--- src/design/cmt_pkg.sv ---
// Package for the contour median tangent block.
// Holds the transaction types, the datapath widths and the arctangent table.
// Used by every module of the block; it depends on nothing.
package cmt_pkg;

  localparam int COORD_BITS   = 12;
  localparam int HALF_WINDOW  = 5;
  localparam int ORIENT_W     = 16;
  localparam int ANGLE_W      = 15;            // one folded angle, 0..16384
  localparam int DIFF_W       = COORD_BITS + 1; // signed coordinate difference
  localparam int CORDIC_STEPS = 16;
  localparam int SHIFT_W      = 4;
  localparam int PRE_SHIFT    = 14;
  localparam int XY_W         = 30;
  localparam int Z_W          = 20;
  localparam int Z_MAX        = 131072;
  localparam int ANGLE_PI     = 16384;
  localparam int ANGLE_HALF   = 8192;

  typedef struct packed {
    logic [COORD_BITS-1:0] point_x;
    logic [COORD_BITS-1:0] point_y;
    logic                  end_of_contour;
  } point_item_t;

  typedef struct packed {
    logic [COORD_BITS-1:0] out_x;
    logic [COORD_BITS-1:0] out_y;
    logic [ORIENT_W-1:0]   orientation;
    logic                  orientation_valid;
    logic                  contour_end;
  } result_item_t;

  typedef struct packed {
    logic [COORD_BITS-1:0] x;
    logic [COORD_BITS-1:0] y;
  } coord_t;

  // Control of the shared CORDIC unit.
  typedef struct packed {
    logic               load;
    logic               iterate;
    logic [SHIFT_W-1:0] shift;
  } cordic_ctl_t;

  // Control of the angle sorter.
  typedef struct packed {
    logic wr_en;
    logic step_en;
    logic step_odd;
  } sort_ctl_t;

  // Arctangent of 2^-i in units of pi/262144.
  function automatic logic signed [Z_W-1:0] atan_step(logic [SHIFT_W-1:0] i);
    logic signed [Z_W-1:0] v;
    case (i)
      4'd0:    v = Z_W'(65536);
      4'd1:    v = Z_W'(38688);
      4'd2:    v = Z_W'(20442);
      4'd3:    v = Z_W'(10377);
      4'd4:    v = Z_W'(5208);
      4'd5:    v = Z_W'(2607);
      4'd6:    v = Z_W'(1304);
      4'd7:    v = Z_W'(652);
      4'd8:    v = Z_W'(326);
      4'd9:    v = Z_W'(163);
      4'd10:   v = Z_W'(81);
      4'd11:   v = Z_W'(41);
      4'd12:   v = Z_W'(20);
      4'd13:   v = Z_W'(10);
      4'd14:   v = Z_W'(5);
      default: v = Z_W'(3);
    endcase
    return v;
  endfunction

endpackage

--- src/design/cmt_cordic.sv ---
// Shared CORDIC vectoring unit: folds one difference vector into [0,pi]
// and runs one rotation step per cycle while iterate is set. Depends on cmt_pkg.
module cmt_cordic (
  input  logic                                clk,
  input  cmt_pkg::cordic_ctl_t                ctl,
  input  logic signed [cmt_pkg::DIFF_W-1:0]   dx,
  input  logic signed [cmt_pkg::DIFF_W-1:0]   dy,
  output logic        [cmt_pkg::ANGLE_W-1:0]  angle
);

  logic signed [cmt_pkg::XY_W-1:0]   x;
  logic signed [cmt_pkg::XY_W-1:0]   y;
  logic signed [cmt_pkg::Z_W-1:0]    z;
  logic                              neg_x;
  logic                              special;
  logic        [cmt_pkg::ANGLE_W-1:0] special_val;

  logic signed [cmt_pkg::DIFF_W-1:0] fdx;
  logic signed [cmt_pkg::DIFF_W-1:0] fdy;
  logic signed [cmt_pkg::DIFF_W-1:0] adx;
  logic signed [cmt_pkg::XY_W-1:0]   xs;
  logic signed [cmt_pkg::XY_W-1:0]   ys;
  logic        [17:0]                zc;
  logic        [13:0]                t;

  // Fold the vector into the upper half plane.
  always_comb begin
    fdx = (dy < 0) ? -dx : dx;
    fdy = (dy < 0) ? -dy : dy;
    adx = (fdx < 0) ? -fdx : fdx;
    xs  = x >>> ctl.shift;
    ys  = y >>> ctl.shift;
  end

  always_ff @(posedge clk) begin
    if (ctl.load) begin
      x       <= cmt_pkg::XY_W'(adx) <<< cmt_pkg::PRE_SHIFT;
      y       <= cmt_pkg::XY_W'(fdy) <<< cmt_pkg::PRE_SHIFT;
      z       <= '0;
      neg_x   <= (fdx < 0);
      special <= (fdy == 0) || (fdx == 0);
      if (fdy == 0) begin
        special_val <= (fdx < 0) ? cmt_pkg::ANGLE_W'(cmt_pkg::ANGLE_PI) : '0;
      end else begin
        special_val <= cmt_pkg::ANGLE_W'(cmt_pkg::ANGLE_HALF);
      end
    end else if (ctl.iterate) begin
      if (y >= 0) begin
        x <= x + ys;
        y <= y - xs;
        z <= z + cmt_pkg::atan_step(ctl.shift);
      end else begin
        x <= x - ys;
        y <= y + xs;
        z <= z - cmt_pkg::atan_step(ctl.shift);
      end
    end
  end

  // Clamp, round to pi/16384 and mirror for a leftward vector; an axis-aligned vector takes its special value.
  always_comb begin
    if (z < 0) begin
      zc = '0;
    end else if (z > cmt_pkg::Z_W'(cmt_pkg::Z_MAX)) begin
      zc = 18'(cmt_pkg::Z_MAX);
    end else begin
      zc = z[17:0];
    end
    t = 14'((19'(zc) + 19'd8) >> 4);
    if (special) begin
      angle = special_val;
    end else if (neg_x) begin
      angle = cmt_pkg::ANGLE_W'(cmt_pkg::ANGLE_PI) - cmt_pkg::ANGLE_W'(t);
    end else begin
      angle = cmt_pkg::ANGLE_W'(t);
    end
  end

endmodule

--- src/design/cmt_sort.sv ---
// Angle store with odd-even transposition sorting, one pass per step.
// Gives the sum of the two middle angles. Depends on cmt_pkg.
module cmt_sort #(
  parameter int HALF_WINDOW = cmt_pkg::HALF_WINDOW
) (
  input  logic                                     clk,
  input  cmt_pkg::sort_ctl_t                       ctl,
  input  logic [$clog2(2*HALF_WINDOW)-1:0]         wr_idx,
  input  logic [cmt_pkg::ANGLE_W-1:0]              wr_val,
  output logic [cmt_pkg::ORIENT_W-1:0]             mid_sum
);

  localparam int NUM = 2 * HALF_WINDOW;

  logic [cmt_pkg::ANGLE_W-1:0] ang [NUM];

  always_ff @(posedge clk) begin
    if (ctl.wr_en) begin
      ang[wr_idx] <= wr_val;
    end else if (ctl.step_en) begin
      for (int i = 0; i < NUM - 1; i++) begin
        if ((i[0] == ctl.step_odd) && (ang[i] > ang[i+1])) begin
          ang[i]   <= ang[i+1];
          ang[i+1] <= ang[i];
        end
      end
    end
  end

  assign mid_sum = cmt_pkg::ORIENT_W'(ang[HALF_WINDOW-1])
                 + cmt_pkg::ORIENT_W'(ang[HALF_WINDOW]);

endmodule

--- src/design/contour_median_tangent.sv ---
// Contour median tangent: a point that only releases edge results goes straight to the
// output; when the window is full, the shared CORDIC first computes each angle in turn,
// the angles are sorted, and then the centre result and any flushed edge points go out.
// One point at a time: no new point is taken until the last one's results are all released.
// Synchronous reset clears the sequencer, the point count and the output valid; the point
// window itself is not cleared and is only read where it was written.
module contour_median_tangent #(
  parameter int HALF_WINDOW = cmt_pkg::HALF_WINDOW
) (
  input  logic                  clk,
  input  logic                  rst,
  input  cmt_pkg::point_item_t  point,
  input  logic                  point_valid,
  output logic                  point_stall,
  output cmt_pkg::result_item_t result,
  output logic                  result_valid,
  input  logic                  result_stall
);

  localparam int WIN      = 2 * HALF_WINDOW + 1;
  localparam int NUM      = 2 * HALF_WINDOW;
  localparam int IDX_W    = $clog2(WIN);
  localparam int CNT_W    = $clog2(WIN + 1);
  localparam int K_W      = $clog2(NUM);
  localparam int PASS_W   = $clog2(NUM + 1);
  localparam int STEP_W   = 5;
  localparam int STEP_WR  = cmt_pkg::CORDIC_STEPS + 1;

  typedef enum logic [3:0] {
    IDLE  = 4'b0001,
    ANGLE = 4'b0010,
    SORT  = 4'b0100,
    EMIT  = 4'b1000
  } state_t;

  state_t state;
  state_t state_next;

  cmt_pkg::coord_t        window [WIN];
  logic [CNT_W-1:0]       seen;
  logic [K_W-1:0]         k;
  logic [STEP_W-1:0]      step;
  logic [PASS_W-1:0]      pass;
  logic [IDX_W-1:0]       emit_pos;
  logic [IDX_W-1:0]       emit_stop;
  logic                   last;
  logic                   full;

  logic                   accept;
  logic [CNT_W-1:0]       n_new;
  logic [IDX_W-1:0]       j;
  logic [IDX_W-1:0]       rd_idx;
  cmt_pkg::coord_t        other;
  cmt_pkg::coord_t        centre;
  logic signed [cmt_pkg::DIFF_W-1:0] diff_x;
  logic signed [cmt_pkg::DIFF_W-1:0] diff_y;
  logic signed [cmt_pkg::DIFF_W-1:0] dx;
  logic signed [cmt_pkg::DIFF_W-1:0] dy;
  cmt_pkg::cordic_ctl_t   cordic_ctl;
  cmt_pkg::sort_ctl_t     sort_ctl;
  logic [cmt_pkg::ANGLE_W-1:0]  angle;
  logic [cmt_pkg::ORIENT_W-1:0] mid_sum;
  logic                   out_free;
  logic                   emit_centre;

  // The block takes a new point only between transactions.
  assign point_stall = (state != IDLE);
  assign accept      = point_valid && !point_stall;
  assign n_new       = (seen == CNT_W'(WIN)) ? CNT_W'(WIN) : seen + CNT_W'(1);
  assign out_free    = !result_valid || !result_stall;

  // Angle k pairs the centre with window entry k, skipping the centre.
  assign j      = (k < K_W'(HALF_WINDOW)) ? IDX_W'(k) : IDX_W'(k) + IDX_W'(1);
  assign rd_idx = (state == ANGLE) ? j : emit_pos;
  assign other  = window[rd_idx];
  assign centre = window[HALF_WINDOW];

  // Difference toward the later point with the row axis pointing up.
  always_comb begin
    diff_x = cmt_pkg::DIFF_W'(other.x) - cmt_pkg::DIFF_W'(centre.x);
    diff_y = cmt_pkg::DIFF_W'(centre.y) - cmt_pkg::DIFF_W'(other.y);
    if (k < K_W'(HALF_WINDOW)) begin
      dx = -diff_x;
      dy = -diff_y;
    end else begin
      dx = diff_x;
      dy = diff_y;
    end
  end

  always_comb begin
    cordic_ctl.load    = (state == ANGLE) && (step == '0);
    cordic_ctl.iterate = (state == ANGLE) && (step != '0) && (step != STEP_W'(STEP_WR));
    cordic_ctl.shift   = cmt_pkg::SHIFT_W'(step - STEP_W'(1));
    sort_ctl.wr_en     = (state == ANGLE) && (step == STEP_W'(STEP_WR));
    sort_ctl.step_en   = (state == SORT);
    sort_ctl.step_odd  = pass[0];
  end

  cmt_cordic u_cordic (
    .clk   (clk),
    .ctl   (cordic_ctl),
    .dx    (dx),
    .dy    (dy),
    .angle (angle)
  );

  cmt_sort #(
    .HALF_WINDOW (HALF_WINDOW)
  ) u_sort (
    .clk     (clk),
    .ctl     (sort_ctl),
    .wr_idx  (k),
    .wr_val  (angle),
    .mid_sum (mid_sum)
  );

  always_comb begin
    state_next = state;
    case (state)
      IDLE: begin
        if (accept) begin
          if (n_new == CNT_W'(WIN)) begin
            state_next = ANGLE;
          end else if ((n_new <= CNT_W'(HALF_WINDOW)) || point.end_of_contour) begin
            state_next = EMIT;
          end
        end
      end
      ANGLE: begin
        if ((step == STEP_W'(STEP_WR)) && (k == K_W'(NUM - 1))) begin
          state_next = SORT;
        end
      end
      SORT: begin
        if (pass == PASS_W'(NUM - 1)) begin
          state_next = EMIT;
        end
      end
      EMIT: begin
        if (out_free && (emit_pos == emit_stop)) begin
          state_next = IDLE;
        end
      end
      default: state_next = IDLE;
    endcase
  end

  always_ff @(posedge clk) begin
    if (rst) begin
      state <= IDLE;
      seen  <= '0;
    end else begin
      state <= state_next;
      if (accept) begin
        seen <= point.end_of_contour ? '0 : n_new;
      end
    end
  end

  // Window fill and slide; the window is a shift line once full.
  always_ff @(posedge clk) begin
    if (accept) begin
      if (seen == CNT_W'(WIN)) begin
        for (int i = 0; i < WIN - 1; i++) begin
          window[i] <= window[i+1];
        end
        window[WIN-1] <= '{x: point.point_x, y: point.point_y};
      end else begin
        window[seen[IDX_W-1:0]] <= '{x: point.point_x, y: point.point_y};
      end
    end
  end

  // Sequencer counters and the span of window entries to release.
  always_ff @(posedge clk) begin
    if (accept) begin
      last <= point.end_of_contour;
      full <= (n_new == CNT_W'(WIN));
      k    <= '0;
      step <= '0;
      pass <= '0;
      if (n_new == CNT_W'(WIN)) begin
        emit_pos  <= IDX_W'(HALF_WINDOW);
        emit_stop <= point.end_of_contour ? IDX_W'(NUM) : IDX_W'(HALF_WINDOW);
      end else if (n_new <= CNT_W'(HALF_WINDOW)) begin
        emit_pos  <= IDX_W'(n_new - CNT_W'(1));
        emit_stop <= IDX_W'(n_new - CNT_W'(1));
      end else begin
        emit_pos  <= IDX_W'(HALF_WINDOW);
        emit_stop <= IDX_W'(n_new - CNT_W'(1));
      end
    end else begin
      case (state)
        ANGLE: begin
          if (step == STEP_W'(STEP_WR)) begin
            step <= '0;
            k    <= k + K_W'(1);
          end else begin
            step <= step + STEP_W'(1);
          end
        end
        SORT: pass <= pass + PASS_W'(1);
        EMIT: begin
          if (out_free && (emit_pos != emit_stop)) begin
            emit_pos <= emit_pos + IDX_W'(1);
          end
        end
        default: ;
      endcase
    end
  end

  // Output register: the consumer may stall while the block starts the next point.
  assign emit_centre = full && (emit_pos == IDX_W'(HALF_WINDOW));

  always_ff @(posedge clk) begin
    if (rst) begin
      result_valid <= 1'b0;
    end else if ((state == EMIT) && out_free) begin
      result_valid <= 1'b1;
    end else if (!result_stall) begin
      result_valid <= 1'b0;
    end
  end

  always_ff @(posedge clk) begin
    if ((state == EMIT) && out_free) begin
      result.out_x             <= other.x;
      result.out_y             <= other.y;
      result.orientation       <= emit_centre ? mid_sum : '0;
      result.orientation_valid <= emit_centre;
      result.contour_end       <= last && (emit_pos == emit_stop);
    end
  end

  // A computed orientation never exceeds pi in units of pi/32768.
  assert property (@(posedge clk) disable iff (rst)
    result_valid && result.orientation_valid |-> result.orientation <= 16'd32768)
    else $error("orientation out of range");

  // Edge and short-contour results carry a zero orientation.
  assert property (@(posedge clk) disable iff (rst)
    result_valid && !result.orientation_valid |-> result.orientation == '0)
    else $error("invalid result with nonzero orientation");

  // The point count never passes the window length.
  assert property (@(posedge clk) disable iff (rst) seen <= CNT_W'(WIN))
    else $error("point count overflow");

  // An end-of-contour transaction leaves the count cleared.
  assert property (@(posedge clk) disable iff (rst)
    accept && point.end_of_contour |=> seen == '0)
    else $error("count not cleared at contour end");

endmodule

--- config.mk ---
export PLATFORM = sky130hd
export DESIGN_NAME = contour_median_tangent
export DESIGN_NICKNAME = d
export VERILOG_FILES = /design/src/design/cmt_pkg.sv /design/src/design/cmt_cordic.sv /design/src/design/cmt_sort.sv /design/src/design/contour_median_tangent.sv
export SDC_FILE = /design/constraint.sdc
export NUM_CORES = 2
export LEC_CHECK = 0
export BUFFER_PORTS_ARGS = -buffer_cell sky130_fd_sc_hd__buf_2
export CORE_ASPECT_RATIO = 0.5
export CORE_MARGIN = 4
export CORE_UTILIZATION = 55
export CTS_CLUSTER_SIZE = 10
export DETAILED_ROUTE_END_ITERATION = 8
export PLACE_DENSITY = 0.82
export SLEW_MARGIN = 20
export SYNTH_ARGS = -nofsm -noshare
export SYNTH_HDL_FRONTEND = slang
export SYNTH_HIERARCHICAL = 1
export SYNTH_SLANG_ARGS = --single-unit
--- constraint.sdc ---
create_clock -name clk -period 8.4 [get_ports clk]
set_clock_uncertainty 0.2 [all_clocks]
set_input_delay 0 -clock clk [delete_from_list [all_inputs] [get_ports clk]]
set_output_delay 0 -clock clk [all_outputs]
set_load 0.01 [all_outputs]
; After elaboration in Yosys (flattened, before gate mapping)
; Memory sizes are Yosys's and may differ from the RTL's.
; Cells that the tools add are included.
[word_totals]
out_inout_bits = 44
register_bits = 171
mem_bits_ro = 544
memories = 4
ramBits = 414
wordCells = 237
inputBits = 29
latchBits = 0
[mem_list]
columns = name, words, width, read_ports, rd_clocked_by_memory_dff, write_ports, line_no
row1 = (name not given), 16, 17, 1, 0, 0, cmt_pkg.sv:56  ; case (i)
row2 = (name not given), 16, 17, 1, 0, 0, cmt_pkg.sv:56
row3 = window, 11, 24, 11, 0, 11, contour_median_tangent.sv:39  ; cmt_pkg::coord_t window [WIN];
row4 = u_sort.ang, 10, 15, 10, 0, 10, cmt_sort.sv:15  ; logic [cmt_pkg::ANGLE_W-1:0] ang [NUM];
[op_classes]
n_div = 0
magnitude_cmp = 16
n_addsub = 23
n_eq_ne = 20
n_bitwise = 9
mul = 0
mux = 102
n_shift = 2
reduce_logical = 38
[ops]
columns = operator, n
row1 = two-way mux 15 bit, 12
row2 = two-way mux 30 bit, 6
row3 = two-way mux 20 bit, 7
row4 = greater-than comparator 15 bit, 9
row5 = two-way mux 4 bit, 19
row6 = two-way mux 13 bit, 5
row7 = negator 13 bit, 5
row8 = logical NOT 32 bit, 2
row9 = adder 30 bit, 2
row10 = >>> shifter 30 x 4 -> 30 bit, 2
row11 = subtractor 30 bit, 2
row12 = two-way mux 1 bit, 48
row13 = two-way mux 18 bit, 2
row14 = ">= comparator 30 x 1 -> 1 bit, second input constant", 1
row15 = "< comparator 13 x 1 -> 1 bit, second input constant", 2
row16 = subtractor 12 x 12 -> 13 bit, 2
row17 = two-way mux 24 bit, 1
row18 = OR reduction 24 bit, 1
row19 = adder 20 bit, 1
row20 = "equality test 4 bit, second input constant", 5
row21 = "greater-than comparator 20 x 19 -> 1 bit, second input constant", 1
row22 = logical AND 1 bit, 20
row23 = "< comparator 20 x 1 -> 1 bit, second input constant", 1
row24 = subtractor 20 bit, 1
row25 = 31 further kinds, 53

; Depth between registers and ports, before layout
; An unclocked memory read counts as a cell.
[depth]
ltp_word = 12
depth_mapped = 35
ltp_nobuf = 33

; Hierarchy
; Netlist, hierarchy kept.
[modules_own_cells]
columns = mod, cells_per_inst, seq_area_each_um2, n_inst, area_per_inst_um2
row1 = contour_median_tangent, 2200, 13533.0, 1, 22636.7
row2 = cmt_cordic, 1778, 2042.0, 1, 14192.4
row3 = cmt_sort, 1126, 4504.3, 1, 11167.0

; Least setup slack after synthesis
; No wires, ideal clock.
[synth_timing]
kind = reg-to-reg
startpoint = reg k[0]
endpoint = reg u_cordic/x[15] (netlist bit), data pin
arrival_time_ns = 6.768
setup_slack_ns = 1.176
required_ns = 7.944
path_stages_with_launch = 31
setup_ns = 0.256
path_buffers = 4
synth_period_minus_slack_ns = 7.224
cell_sequence = dfxtp_1 inv_1 ha_1 nand2b_1 a31oi_1 a21o_2 buf_4 clkbuf_1 clkbuf_1 nand2_1 a311oi_1 a31oi_1 mux2_2 ha_1 fa_1 inv_1 a21oi_1 o21bai_1 xor2_1 or4_1 nor3_1 or3b_2 nand2_1 xnor2_1 or3_1 o31a_1 xnor2_1 clkbuf_1 nor2_1 xnor2_1 a22o_1
[synth_via]
elab_chain_len = 12
word_cells_on_any_way = 18
cone_classes = 7 x add/sub / 3 x order compare / 7 x mux / 1 x memory
[synth_lines]
columns = element, line_no
row1 = from (decl), contour_median_tangent.sv:41  ; logic [K_W-1:0] k;
row2 = from (signal assigned), contour_median_tangent.sv:198  ; k <= k + K_W'(1);
row3 = adder 4 x 1 -> 4 bit or < comparator 4 x 3 -> 1 bit (tied branches), "contour_median_tangent.sv:73, contour_median_tangent.sv:82"
row4 = two-way mux 4 bit, contour_median_tangent.sv:73  ; assign j = (k < K_W'(HALF_WINDOW)) ? IDX_W'(k) : IDX_W'(k) + IDX_W'(1);
row5 = two-way mux 4 bit, contour_median_tangent.sv:74  ; assign rd_idx = (state == ANGLE) ? j : emit_pos;
row6 = memory (11 x 24 bit), -
row7 = subtractor 12 x 12 -> 13 bit, contour_median_tangent.sv:80  ; diff_x = cmt_pkg::DIFF_W'(other.x) - cmt_pkg::DIFF_W'(centre.x);
row8 = negator 13 bit, contour_median_tangent.sv:83  ; dx = -diff_x;
row9 = two-way mux 13 bit (*), contour_median_tangent.sv:82  ; if (k < K_W'(HALF_WINDOW)) begin
row10 = net dx (one bit), contour_median_tangent.sv:57  ; logic signed [cmt_pkg::DIFF_W-1:0] dx;
row11 = negator 13 bit, cmt_cordic.sv:28  ; fdx = (dy < 0) ? -dx : dx;
row12 = two-way mux 13 bit (*), cmt_cordic.sv:28
row13 = < comparator 13 x 1 -> 1 bit (*), cmt_cordic.sv:30  ; adx = (fdx < 0) ? -fdx : fdx;
row14 = two-way mux 13 bit (*), cmt_cordic.sv:30
row15 = two-way mux 30 bit (*), cmt_cordic.sv:36  ; if (ctl.load) begin
row16 = to (signal assigned), cmt_cordic.sv:37  ; x <= cmt_pkg::XY_W'(adx) <<< cmt_pkg::PRE_SHIFT;
row17 = to (signal assigned), cmt_cordic.sv:49  ; x <= x + ys;
row18 = to (signal assigned), cmt_cordic.sv:53  ; x <= x - ys;
row19 = to (decl), cmt_cordic.sv:11  ; logic signed [cmt_pkg::XY_W-1:0] x;
; Mark *: on every way through the listed nets, which the timed path passes. The rest lies on a longest branch.
; A chain may end at the register's enable or synchronous reset.

==> out/metrics.yaml <==
start_util_pct: 55.65
cts.reportedPaths.clkPinSlew_ns: 0.06
wl_mm: 144.3
drive_gt1_share_pct: 9.149
max_freq_mhz: 128.5
core_area_um2: 86250
io-pin-count: 73
synth-seq-cells: 692
cp-start-kind: "flop"
netlist_top_cells_area: "edfxtp_1 39%, ha_1 7.4%, nand2_1 6.9%, o21ai_0 4.2%, mux2i_1 3.3%"
relSlewSlack_pct: 24.73
area_delta_synth_final_pct: 8.986
yosysSeqAreaShare_pct: 41.84
synth_top_area_share_pct: 38.92
grt_max_degree: 93
cts_tree: "built"
crit_type: "flop to flop"
grt_pass1_vias: 40165
wl_per_cell_um: 22.84
yosysTopAreaCell: "edfxtp_1"
cts-root-buf: "clkbuf_16"
slowest_delay_ns: 0.49
ys.warnings.count: 6
min_path_type: "primary input to flop"
cp-endpoint: "u_cordic/x[18]"
syn_area_um2: 48000
worst-r2r-cell-count: 35
arrival_ns: 7.97
async_flop_share_pct: 0
row_count: 76
layout_setup_ws_ns: 0.6163
reg2reg_to: "u_cordic/x[18]"
utilization_pct: 60.65
htreeDepth: 3
fin_crit_sh_pct: 92.66
setup_violations: 0
drv_slew: 0
via_per_inst: 6.601
cts_buffers: 80
drt_iter0_drc: 6051
postRouteAntennaNets: 0
synthesis.nets: 5422
cp-startpoint: "k[1]"
grt_pass1_wl_mm: 223.0
gp_congestion: 0.9929
n_antenna_cell: 0
min-delay-start: "result_stall"
crit_top_cell: "o21ai_0"
cap_violations: 0
worstMarginPinSlew_ns: 1.127
rrSetupSlack_ns: 0.62
p_total_mw: 12.94
clkLatencyLatePin_ns: 0.69
fill_cells: 6869
die_w_um: 425.8
powerDensity_nw_per_um2: 247.3
hold_violations: 0
grt_usage_pct: 30.23
synth_edf_count: 622
die_h_um: 216.9
drc: 0
fin_crit_ns: 7.784
synthDistinctLibCells: 119
vias: 41705
clockBufferDepth: 3
run_status: "complete, no violations"
cp_slowest_cell: "dfxtp_2"
syn_area_per_cell_um2: 9.404
antenna_found_initial: 1
power_leakage_nw: 21.45
crit_required_ns: 8.58
fin_nets: 5439
grt-ovfl-total: 0
dieArea_um2: 92340
dr.pass1.iters: 6
rsz0062_at_grt: "false"
syn-instance-count: 5104
fin_setup_tns_ns: 0
port_buffers: 72
rr_startpoint: "k[1]"
post-dp-hpwl_mm: 96.03
pre_cts_ws_ns: 0.4669
crit_path_end_kind: "flop"
synth_flop_cell: "edfxtp_1"
worst-path-max-fanout: 54
cts_sinks: 692
irDropWorstVdd_uv: 289.2
==> registers in the layout (all words and copies together) (netlist names), named ones only <==
register	cells
u_sort/ang	150
full	1
u_cordic/y	30
result_valid	1
result	42
u_cordic/special	1
emit_pos	4
u_cordic/special_val	2
u_cordic/x	30
u_cordic/neg_x	1
window	360
emit_stop	4
seen	4
k	4
pass	4
step	5
last	1
u_cordic/z	20
state	4
==> cells in the final DEF (no fill, tap or decap), types with 80 or more instances in the layout <==
cell type / synthesis / final
edfxtp_1: 622 / 622
nand2_1: 887 / 878
mux2i_1: 160 / 160
nor2_1: 284 / 282
buf_4: 15 / 86
xor2_1: 105 / 102
inv_1: 303 / 300
ha_1: 283 / 283
a31oi_1: 91 / 89
a21oi_1: 272 / 267
clkbuf_16: 0 / 80
and3_1: 85 / 85
o21ai_0: 404 / 403
nand3_1: 106 / 104
xnor2_1: 144 / 144
==> worst max-delay path, delay by kind of cell (launching register included) <==
family / cells / cell delay, ns
AO/OA/AOI/OAI: 14 / 2.47
XOR/XNOR: 4 / 0.54
adder cells (fa/ha/maj): 2 / 0.51
buffers and inverters: 5 / 1.06
flip-flops: 1 / 0.49
multiplexers: 1 / 0.25
AND/OR/NAND/NOR: 9 / 1.90
==> where the power goes <==
part	total, mW	leakage (nW)	internal (mW)	switching [mW]
combinational	5.68	14.1	2.00	3.68
sequential	4.04	6.25	3.96	0.0782
clock	3.22	1.10	1.77	1.45
total	12.9	21.5	7.73	5.20
==> through the flow <==
stage	instances	hold WS, ns	cell area [um2]
final	6318	0.1516	52310
after global routing	6318	0.1668	52310
after CTS	6314	0.07076	52240
after detailed placement	6148	-0.005429	49400
after global placement	6148	-0.006694	49400
after floorplan	5104	-0.1011	48000
==> layout make-up <==
type / count / area [um2] / share of cell area (%)
repair buffers: 222 / 1685 / 3.222
inverters: 307 / 1155 / 2.208
clock buffers: 99 / 2073 / 3.963
flip-flops and latches: 692 / 20080 / 38.39
multi-input cells: 3818 / 25650 / 49.04
clock inverters: 10 / 198.9 / 0.3803
well taps: 1170 / 1464 / 2.799
==> repair_timing <==
| item | 4_1_cts | 5_1_grt |
|---|---|---|
| setup buffers | 0 | 2 |
| endpoints found under the setup margin | 0 | 11 |
| hold endpoints to repair | 440 | 0 |
| hold buffers | 57 | 0 |
| gates resized for setup | 0 | 8 |
==> cell usage after synthesis, types with 19 or more instances <==
cell type and instances:
buf_6 20, o211ai_1 19, edfxtp_1 622, ha_1 283
a211oi_1 48, a31oi_1 91, and2_1 34, nor2_1 284
nand3_1 106, a21o_1 51, o22ai_1 73, nor4_1 22
a21oi_1 272, mux2_2 57, xor2_1 105, o31ai_1 30
o21ai_1 27, mux4_1 24, nor2b_1 36, xnor2_1 144
mux2i_1 160, o21bai_1 19, nand4_1 45, nand2_1 887
buf_1 27, a311oi_1 47, clkbuf_1 187, dfxtp_1 70
nor3_1 74, inv_1 303, o221a_2 20, o21a_1 25
o21ai_0 404, buf_2 34, and3_1 85, mux4_2 30
nand2b_1 39
==> how the worst min path moves through the flow <==
stage / to / slack [ns] / depth (start not counted)
6_report: result[1] / 0.15 / 3
3_3_place_gp: flop / -0.007 / 1
4_1_cts: seen[0] / 0.07 / 5
2_1_floorplan: flop / -0.10 / 0
5_1_grt: result[10] / 0.17 / 3
3_5_place_dp: flop / -0.005 / 1
==> kinds of logic after synthesis <==
kind of cell	after synthesis	synth area share [%]
adder cells (fa/ha/maj)	289	7.628
flip-flops	692	41.84
XOR/XNOR	249	4.544
AND/OR/NAND/NOR	1720	16.22
multiplexers	272	7.424
buffers and inverters	595	5.310
AO/OA/AOI/OAI	1287	17.04
==> layer usage <==
layer  wire, um  track usage (%)  vias up  part of all wire (%)
li1           -                -    18644                     -
met1      54790            40.24    19628                    38
met2      63620            47.00     2920                    44
met3      18730            7.134      511                    13
met4       7128            14.06        2                   4.9
met5         12                0        -                0.0083
Power figures use the tool's default switching activity.
